<file path="config.mk">
export PLATFORM = sky130hd
export DESIGN_NAME = delimiter_field_splitter_top_flat
export DESIGN_NICKNAME = d
export VERILOG_FILES = /design/src/sv/dfs_pkg.sv /design/src/sv/dfs_channels.sv /design/src/sv/dfs_cfg.sv /design/src/sv/dfs_core.sv /design/src/sv/delimiter_field_splitter_top.sv /design/src/flat_wrapper.sv
export SDC_FILE = /design/constraint.sdc
export NUM_CORES = 1
export LEC_CHECK = 0
export CORE_MARGIN = 2
export CORE_UTILIZATION = 36
export CTS_CLUSTER_SIZE = 12
export DETAILED_ROUTE_END_ITERATION = 12
export DONT_BUFFER_PORTS = 1
export HOLD_SLACK_MARGIN = 0.15
export PLACE_DENSITY = 0.54
export SLEW_MARGIN = 0
export SYNTH_ARGS = -nofsm -noshare
export SYNTH_HDL_FRONTEND = slang
export SYNTH_SLANG_ARGS = --single-unit
export TNS_END_PERCENT = 1
</file>
<file path="constraint.sdc">
create_clock -name clk -period 10.13 [get_ports clk]
set_clock_uncertainty 0.15 [all_clocks]
set_input_delay 1.013 -clock clk [delete_from_list [all_inputs] [get_ports clk]]
set_output_delay 1.013 -clock clk [all_outputs]
set_load 0.02 [all_outputs]
</file>
<file path="src/sv/dfs_pkg.sv">
// Shared types and constants of the delimiter field splitter.
`default_nettype none
package dfs_pkg;

	localparam int CFG_DATA_W  = 64;
	localparam int CFG_INDEX_W = 2;
	localparam int LEN_W       = 4;
	localparam int OUT_W       = 16;

	localparam logic [7:0] CHAR_SPACE = 8'h20;
	localparam logic [7:0] CHAR_TAB   = 8'h09;

	localparam logic STATUS_FIELD    = 1'b0;
	localparam logic STATUS_NO_MATCH = 1'b1;

	typedef enum logic [CFG_INDEX_W-1:0] {
		CFG_DELIM_BYTES  = 2'd0,
		CFG_DELIM_LENGTH = 2'd1,
		CFG_TRIM_ENABLE  = 2'd2
	} cfg_index_t;

	typedef struct packed {
		logic [CFG_DATA_W-1:0] delimiter_bytes;
		logic [LEN_W-1:0]      delimiter_length;
		logic                  trim_enable;
	} cfg_t;

	typedef struct packed {
		logic [7:0] data_byte;
		logic       last_byte;
	} in_item_t;

endpackage
`default_nettype wire

</file>
<file path="src/sv/dfs_channels.sv">
// Valid/ready channel interfaces for input bytes and field results.
`default_nettype none
interface dfs_in_if;
	logic       valid;
	logic       ready;
	logic [7:0] data_byte;
	logic       last_byte;

	modport source (output valid, output data_byte, output last_byte, input ready);
	modport sink (input valid, input data_byte, input last_byte, output ready);
endinterface

interface dfs_out_if;
	logic                       valid;
	logic                       ready;
	logic                       status;
	logic [dfs_pkg::OUT_W-1:0]  field_start;
	logic [dfs_pkg::OUT_W-1:0]  field_length;

	modport source (output valid, output status, output field_start, output field_length,
		input ready);
	modport sink (input valid, input status, input field_start, input field_length,
		output ready);
endinterface
`default_nettype wire

</file>
<file path="src/sv/dfs_cfg.sv">
// Configuration registers: delimiter bytes, delimiter length and trim enable.
`default_nettype none
module dfs_cfg (
	input  wire logic                             clk,
	input  wire logic                             arst_n,
	input  wire logic                             we,
	input  wire logic [dfs_pkg::CFG_INDEX_W-1:0]  index,
	input  wire logic [dfs_pkg::CFG_DATA_W-1:0]   data,
	output dfs_pkg::cfg_t                         cfg
);

	dfs_pkg::cfg_t cfg_q;

	// Write the addressed register; unknown indexes are dropped
	always_ff @(posedge clk or negedge arst_n) begin
		if (!arst_n) begin
			cfg_q.delimiter_bytes  <= dfs_pkg::CFG_DATA_W'(44);
			cfg_q.delimiter_length <= dfs_pkg::LEN_W'(1);
			cfg_q.trim_enable      <= 1'b0;
		end else if (we) begin
			case (dfs_pkg::cfg_index_t'(index))
				dfs_pkg::CFG_DELIM_BYTES: begin
					cfg_q.delimiter_bytes <= data;
				end
				dfs_pkg::CFG_DELIM_LENGTH: begin
					cfg_q.delimiter_length <= data[dfs_pkg::LEN_W-1:0];
				end
				dfs_pkg::CFG_TRIM_ENABLE: begin
					cfg_q.trim_enable <= data[0];
				end
				default: begin
				end
			endcase
		end
	end

	assign cfg = cfg_q;

endmodule
`default_nettype wire

</file>
<file path="src/sv/dfs_core.sv">
// Field state, delimiter window compare, trimming record and result register.
`default_nettype none
module dfs_core #(
	parameter int MAX_DELIM   = 8,
	parameter int OFFSET_BITS = 16
) (
	input  wire logic              clk,
	input  wire logic              arst_n,
	input  wire logic              advance,
	input  wire dfs_pkg::in_item_t item,
	input  wire dfs_pkg::cfg_t     cfg,
	output logic                   out_free,
	dfs_out_if.source              res
);

	localparam int BW = $clog2(MAX_DELIM + 1);
	localparam int LW = dfs_pkg::LEN_W;
	localparam int OW = dfs_pkg::OUT_W;

	logic [OFFSET_BITS-1:0] pos_q, cfs_q, first_q, lastnb_q;
	logic [7:0]             win_q [MAX_DELIM];
	logic                   blank_q [MAX_DELIM];
	logic [BW-1:0]          bif_q;
	logic                   seen_q;

	logic                   res_valid_q;
	logic                   res_status_q;
	logic [OW-1:0]          res_start_q, res_length_q;

	logic [LW-1:0]          len;
	logic [OFFSET_BITS-1:0] p_next, fld_end, aged_pos, first_n, lastnb_n;
	logic [OFFSET_BITS-1:0] s_val, l_val;
	logic [OFFSET_BITS+OW-1:0] s_ext, l_ext;
	logic [7:0]             win_n [MAX_DELIM];
	logic                   blank_n [MAX_DELIM];
	logic [BW-1:0]          bif_n;
	logic                   seen_n;
	logic                   blank_old;
	logic                   match;
	logic [LW-1:0]          k;

	// Clamp length, age the oldest candidate byte, shift the window, compare, form the result
	always_comb begin
		if (cfg.delimiter_length == '0) begin
			len = LW'(1);
		end else if (cfg.delimiter_length > LW'(MAX_DELIM)) begin
			len = LW'(MAX_DELIM);
		end else begin
			len = cfg.delimiter_length;
		end

		p_next   = pos_q + OFFSET_BITS'(1);
		fld_end  = p_next - OFFSET_BITS'(len);
		aged_pos = pos_q - OFFSET_BITS'(len);

		blank_old = 1'b0;
		for (int i = 0; i < MAX_DELIM; i++) begin
			if (LW'(i) == len - LW'(1)) begin
				blank_old = blank_q[i];
			end
		end

		seen_n   = seen_q;
		first_n  = first_q;
		lastnb_n = lastnb_q;
		if (LW'(bif_q) >= len && !blank_old) begin
			if (!seen_q) begin
				first_n = aged_pos;
				seen_n  = 1'b1;
			end
			lastnb_n = aged_pos;
		end

		win_n[0]   = item.data_byte;
		blank_n[0] = (item.data_byte == dfs_pkg::CHAR_SPACE) ||
			(item.data_byte == dfs_pkg::CHAR_TAB);
		for (int i = 1; i < MAX_DELIM; i++) begin
			win_n[i]   = win_q[i-1];
			blank_n[i] = blank_q[i-1];
		end

		bif_n = (bif_q < BW'(MAX_DELIM)) ? bif_q + BW'(1) : bif_q;

		match = (LW'(bif_n) >= len);
		for (int i = 0; i < MAX_DELIM; i++) begin
			k = len - LW'(1) - LW'(i);
			if (LW'(i) < len &&
				win_n[i] != 8'(cfg.delimiter_bytes >> {k, 3'b000})) begin
				match = 1'b0;
			end
		end

		if (cfg.trim_enable) begin
			if (seen_n) begin
				s_val = first_n;
				l_val = lastnb_n - first_n + OFFSET_BITS'(1);
			end else begin
				s_val = fld_end;
				l_val = '0;
			end
		end else begin
			s_val = cfs_q;
			l_val = fld_end - cfs_q;
		end
		s_ext = {{OW{1'b0}}, s_val};
		l_ext = {{OW{1'b0}}, l_val};
	end

	// Update field state per request; the final byte clears everything
	always_ff @(posedge clk or negedge arst_n) begin
		if (!arst_n) begin
			pos_q    <= '0;
			cfs_q    <= '0;
			first_q  <= '0;
			lastnb_q <= '0;
			bif_q    <= '0;
			seen_q   <= 1'b0;
			for (int i = 0; i < MAX_DELIM; i++) begin
				win_q[i]   <= '0;
				blank_q[i] <= 1'b0;
			end
		end else if (advance) begin
			if (item.last_byte) begin
				pos_q    <= '0;
				cfs_q    <= '0;
				first_q  <= '0;
				lastnb_q <= '0;
				bif_q    <= '0;
				seen_q   <= 1'b0;
				for (int i = 0; i < MAX_DELIM; i++) begin
					win_q[i]   <= '0;
					blank_q[i] <= 1'b0;
				end
			end else begin
				pos_q <= p_next;
				for (int i = 0; i < MAX_DELIM; i++) begin
					win_q[i]   <= win_n[i];
					blank_q[i] <= blank_n[i];
				end
				if (match) begin
					cfs_q    <= p_next;
					bif_q    <= '0;
					seen_q   <= 1'b0;
					first_q  <= '0;
					lastnb_q <= '0;
				end else begin
					bif_q    <= bif_n;
					seen_q   <= seen_n;
					first_q  <= first_n;
					lastnb_q <= lastnb_n;
				end
			end
		end
	end

	// Hold the result until taken
	always_ff @(posedge clk or negedge arst_n) begin
		if (!arst_n) begin
			res_valid_q <= 1'b0;
		end else if (advance && (match || item.last_byte)) begin
			res_valid_q <= 1'b1;
		end else if (res.ready) begin
			res_valid_q <= 1'b0;
		end
	end

	// Load the result payload
	always_ff @(posedge clk) begin
		if (advance && match) begin
			res_status_q <= dfs_pkg::STATUS_FIELD;
			res_start_q  <= s_ext[OW-1:0];
			res_length_q <= l_ext[OW-1:0];
		end else if (advance && item.last_byte) begin
			res_status_q <= dfs_pkg::STATUS_NO_MATCH;
			res_start_q  <= '0;
			res_length_q <= '0;
		end
	end

	assign out_free         = !res_valid_q || res.ready;
	assign res.valid        = res_valid_q;
	assign res.status       = res_status_q;
	assign res.field_start  = res_start_q;
	assign res.field_length = res_length_q;

`ifndef SYNTHESIS
	a_bif_range: assert property (@(posedge clk) disable iff (!arst_n)
		bif_q <= BW'(MAX_DELIM))
		else $error("field byte count beyond window depth");

	a_buffer_end_clears: assert property (@(posedge clk) disable iff (!arst_n)
		advance && item.last_byte |=> pos_q == '0 && !seen_q && bif_q == '0)
		else $error("state not cleared after final byte");

	a_no_match_zero: assert property (@(posedge clk) disable iff (!arst_n)
		res_valid_q && res_status_q == dfs_pkg::STATUS_NO_MATCH |->
			res_start_q == '0 && res_length_q == '0)
		else $error("no-match result carries nonzero fields");
`endif

endmodule
`default_nettype wire

</file>
<file path="src/sv/delimiter_field_splitter_top.sv">
// Top level of the delimiter field splitter: input stage, config and core.
//
//  channel    dir  handshake            payload
//  byte_in    in   valid/ready          data_byte[7:0], last_byte
//  field_out  out  valid/ready          status, field_start[15:0], field_length[15:0]
//  cfg        in   cfg_we (no ready)    cfg_index[1:0], cfg_data[63:0]
//
// One byte per cycle sustained while the result register is free or being taken; a byte
// waits in the input register, and its result, if any, is loaded into the result register
// as the byte moves into the core. Throughput is set by the combinational window compare and field update.
// Reset (arst_n low) clears all field state and loads the register defaults.
// A stalled result register holds the input register, which then drops ready.
`default_nettype none
module delimiter_field_splitter_top #(
	parameter int MAX_DELIM   = 8,
	parameter int OFFSET_BITS = 16
) (
	input  wire logic                             clk,
	input  wire logic                             arst_n,
	dfs_in_if.sink                                byte_in,
	dfs_out_if.source                             field_out,
	input  wire logic                             cfg_we,
	input  wire logic [dfs_pkg::CFG_INDEX_W-1:0]  cfg_index,
	input  wire logic [dfs_pkg::CFG_DATA_W-1:0]   cfg_data
);

	dfs_pkg::cfg_t     cfg;
	dfs_pkg::in_item_t item_s1;
	logic              valid_s1;
	logic              out_free;
	logic              advance;

	dfs_cfg u_cfg (
		.clk    (clk),
		.arst_n (arst_n),
		.we     (cfg_we),
		.index  (cfg_index),
		.data   (cfg_data),
		.cfg    (cfg)
	);

	// Move the staged request into the core when the result slot is free
	assign advance       = valid_s1 && out_free;
	assign byte_in.ready = !valid_s1 || advance;

	always_ff @(posedge clk or negedge arst_n) begin
		if (!arst_n) begin
			valid_s1 <= 1'b0;
		end else if (byte_in.valid && byte_in.ready) begin
			valid_s1 <= 1'b1;
		end else if (advance) begin
			valid_s1 <= 1'b0;
		end
	end

	// Capture the request payload
	always_ff @(posedge clk) begin
		if (byte_in.valid && byte_in.ready) begin
			item_s1.data_byte <= byte_in.data_byte;
			item_s1.last_byte <= byte_in.last_byte;
		end
	end

	dfs_core #(
		.MAX_DELIM   (MAX_DELIM),
		.OFFSET_BITS (OFFSET_BITS)
	) u_core (
		.clk      (clk),
		.arst_n   (arst_n),
		.advance  (advance),
		.item     (item_s1),
		.cfg      (cfg),
		.out_free (out_free),
		.res      (field_out)
	);

`ifndef SYNTHESIS
	a_accept_fills_stage: assert property (@(posedge clk) disable iff (!arst_n)
		byte_in.valid && byte_in.ready |=> valid_s1)
		else $error("accepted request not staged");

	a_stall_keeps_stage: assert property (@(posedge clk) disable iff (!arst_n)
		valid_s1 && !advance |=> valid_s1 && $stable(item_s1))
		else $error("staged request lost while stalled");

	a_empty_stage_ready: assert property (@(posedge clk) disable iff (!arst_n)
		!valid_s1 |-> byte_in.ready)
		else $error("empty input stage refuses requests");
`endif

endmodule
`default_nettype wire

</file>
<file path="src/flat_wrapper.sv">
// flat-port wrapper written by rule: the top's interface ports become plain ports
module delimiter_field_splitter_top_flat 
#(
	parameter int MAX_DELIM   = 8,
	parameter int OFFSET_BITS = 16
)
  (clk, arst_n, cfg_we, cfg_index, cfg_data, byte_in_valid, byte_in_data_byte, byte_in_last_byte, byte_in_ready, field_out_valid, field_out_status, field_out_field_start, field_out_field_length, field_out_ready);
  dfs_in_if byte_in_i ();
  dfs_out_if field_out_i ();
  input  wire logic clk;
  input  wire logic arst_n;
  input  wire logic cfg_we;
  input  wire logic [dfs_pkg::CFG_INDEX_W-1:0] cfg_index;
  input  wire logic [dfs_pkg::CFG_DATA_W-1:0] cfg_data;
  input wire logic [$bits(byte_in_i.valid)-1:0] byte_in_valid;
  input wire logic [$bits(byte_in_i.data_byte)-1:0] byte_in_data_byte;
  input wire logic [$bits(byte_in_i.last_byte)-1:0] byte_in_last_byte;
  output wire logic [$bits(byte_in_i.ready)-1:0] byte_in_ready;
  output wire logic [$bits(field_out_i.valid)-1:0] field_out_valid;
  output wire logic [$bits(field_out_i.status)-1:0] field_out_status;
  output wire logic [$bits(field_out_i.field_start)-1:0] field_out_field_start;
  output wire logic [$bits(field_out_i.field_length)-1:0] field_out_field_length;
  input wire logic [$bits(field_out_i.ready)-1:0] field_out_ready;
  assign byte_in_i.valid = byte_in_valid;
  assign byte_in_i.data_byte = byte_in_data_byte;
  assign byte_in_i.last_byte = byte_in_last_byte;
  assign byte_in_ready = byte_in_i.ready;
  assign field_out_valid = field_out_i.valid;
  assign field_out_status = field_out_i.status;
  assign field_out_field_start = field_out_i.field_start;
  assign field_out_field_length = field_out_i.field_length;
  assign field_out_i.ready = field_out_ready;
  delimiter_field_splitter_top #(.MAX_DELIM(MAX_DELIM), .OFFSET_BITS(OFFSET_BITS)) u_core (.clk(clk), .arst_n(arst_n), .byte_in(byte_in_i), .field_out(field_out_i), .cfg_we(cfg_we), .cfg_index(cfg_index), .cfg_data(cfg_data));
endmodule
</file>
==> metrics <==
Crit path required time=10.30 ns; number of global-route vias before repair=14072; Horiz. Die Dim=226 um; largest net degree at the start of global routing=204; Initial Util=0.364; area of the multi-input gates=10600 um^2; Placed Cells=2445; final wirelength=56500 um; flops & latches, synth=246; die area=51100 um^2; Core Region=48800 um^2; ant diodes=0; CTS tree=done; EDFF count, synth=41; worst reg2reg path depth=28; CTS buffer count=30; RR Endpoint=u_core.u_core.res.field_length[15]; root buf cell=clkbuf_16; Core Util, Final=0.393; Avg WL per Cell=22.6 um; layout cells sized above 1=0.120; most common cell after layout, fill and taps aside=nand2_1; Pwr Density=316 nW/um^2; total power=6.06 mW; Final TNS setup=0 ns; CP max FO=56; Post-synth ARST share=0.829; Worst setup SP type=flip-flop; status=completed; Reg2Reg Launch Point=u_core.u_cfg.cfg[2]; f_max=129 MHz; min-delay src=u_core.u_core.win_n[52]; cell row count=81; Hold WC Path Type=reg -> reg; Die Y=226 um; min cycle time layout=7.74 ns; RSZ-0062 raised after global routing=false; Bufs on Longest Clock Path=3; Top delay family on crit path=compound AO/OA/AOI/OAI gates; routability cong.=0.952; Routed Antenna Nets=0; worst hold path stage count=2; Worst EP arrival=7.91 ns; global route overflow=0; first-pass GRT wire length=87400 um; Max-Cap Viols=0; Final Non-Filler Cells=2503; synth unique cells=90; reg-to-reg slack, setup=2.39 ns; worst vdd ir=0.193 mV; slowest cell on the critical path=dfrtp_1; Post-CTS Setup Bufs=0; 1st-iter DRT viols=1357; crit path buf inv count=3; yosys warns=0; Final Hold Viols=0; initial antenna violation count=1; ys flop type=dfrtp_1; total global-route track usage=0.222; H-tree levels=1; drt drc=0; clock-pin slew on the worst setup and hold paths=0.06 ns; slew margin rel.=0.194; Worst-Skew Late Latency=0.58 ns; CTS Sinks=246; Tcrit/Tclk final=0.765; largest stage delay on the critical path=0.73 ns; PortBufs=0; Worst Hold Path EP=u_core.u_core.win_n[52]; final setup vio count=0; CP Capture Type=flip-flop; worst-margin pin slew=1.21 ns; TritonRoute pass-1 iters=5; WS Path Type=reg -> reg; Leakage=7.93 nW; post-synthesis sequential area ratio=0.358; Post-Syn Instances=1885; Place WS=2.52 ns; cell mode on critical path=ha_1; netlist area before placement=17800 um^2; commonest non-fill, non-tap cells in the layout=270 x nand2_1, 200 x dfrtp_1, 141 x o21ai_0, 112 x nor2_1, 79 x mux2_2; # resized after CTS=0; Final Max Tran Viols=0; storage element area=6360 um^2; nets=1970; HPWL after DPL=41200 um; P&R area growth vs syn=8.07%; Worst Setup Slack, final=2.39 ns; Mean Syn Cell Area=9.42 um^2; vias per cell=5.77; net count after synthesis=2040; fill count=4889; io pins=115; via count=14442
## area by class of cell
cell class                      count  share of cell area
Tap cell                          664              0.0433
Clock inverter                     14             0.00554
Multi-Input combinational cell   1453               0.554
Clock buffer                       42              0.0436
Sequential cell                   246               0.331
Inverter                           63              0.0127
Timing Repair Buffer               21             0.00939
## per-layer routing
layer	GRT usage	share of wire	wire, um
met1	0.315	0.46	25900
met2	0.350	0.45	25500
met3	0.0343	0.061	3430
met4	0.0626	0.029	1660
met5	0	0	0
## state kept, by name, indices dropped and copies added, names as in the netlist
| signal | flops |
|---|---|
| u_core.u_core.res.valid | 1 |
| u_core.u_core.blank_q | 1 |
| u_core.item_s1 | 9 |
| u_core.u_core.res.field_length | 16 |
| u_core.valid_s1 | 1 |
| u_core.u_core.win_n | 56 |
| u_core.u_core.first_q | 16 |
| u_core.u_cfg.cfg | 69 |
| u_core.u_core.seen_q | 1 |
| u_core.u_core.cfs_q | 16 |
| u_core.u_core.blank_n | 7 |
| u_core.u_core.res.field_start | 16 |
| u_core.u_core.res.status | 1 |
| u_core.u_core.lastnb_q | 16 |
| u_core.u_core.pos_q | 16 |
| u_core.u_core.bif_q | 4 |
## logic make-up after synthesis
family | share of synthesized area
XOR/XNOR | 0.0647
flip-flops | 0.358
adder cells (fa/ha/maj) | 0.0545
multiplexers | 0.142
AND/OR/NAND/NOR | 0.160
buffers and inverters | 0.0451
AO/OA/AOI/OAI | 0.175
## how the worst max path moves through the flow
stage,start,to,cells after the start
3_3_place_gp,u_core.u_cfg.cfg[2],u_core.u_core.res.field_length[15],28
6_report,u_core.u_cfg.cfg[2],u_core.u_core.res.field_length[15],28
3_5_place_dp,u_core.u_cfg.cfg[2],u_core.u_core.res.field_length[14],27
5_1_grt,u_core.u_cfg.cfg[2],u_core.u_core.res.field_length[15],28
4_1_cts,u_core.u_cfg.cfg[2],u_core.u_core.res.field_length[14],27
2_1_floorplan,u_core.u_cfg.cfg[1],u_core.u_core.res.field_length[15],34
## worst min-delay path, cell delays in order (launching register included)
cell and delay (ns):
dfrtp_1 0.34, nand2_1 0.04, o21ai_0 0.06
## power breakdown
group          switching [mW]  leakage, nW  internal (mW)
sequential              0.216         2.99           1.16
clock                   0.437        0.456          0.599
combinational            2.14         4.49           1.51
## synth_stat cells, types with 12 or more instances
master    number  area [um^2]
a211oi_1      12         90.1
a21o_1        27          203
a21oi_1       66          330
a22oi_1       31          233
a31oi_1       23          144
buf_2         19         95.1
clkbuf_1      90          338
dfrtp_1      200         5000
edfxtp_1      41         1230
ha_1          71          888
inv_1         57          214
mux2_2        79          890
mux2i_1       77          771
mux4_2        38          856
nand2_1      270         1010
nand2b_1      14         87.6
nand3_1       47          235
nand3b_1      16          120
nor2_1       113          424
nor2b_1       28          175
nor3_1        27          135
o211ai_1      18          135
o21ai_0      142          711
o31ai_1       15          113
xnor2_1       69          604
xor2_1        57          499
## through the flow
step	hold WS (ns)	cell area (um^2)
after detailed placement	0.321	18200
after CTS	0.334	19200
after global routing	0.354	19200
after floorplan	0.299	17800
final	0.329	19200
after global placement	0.313	18200
## timing repair
item	CTS	global route
hold buffers	2	0
hold endpoints to repair	203	0
endpoints found under the setup margin	0	0
(Power assumes the default switching activity.)
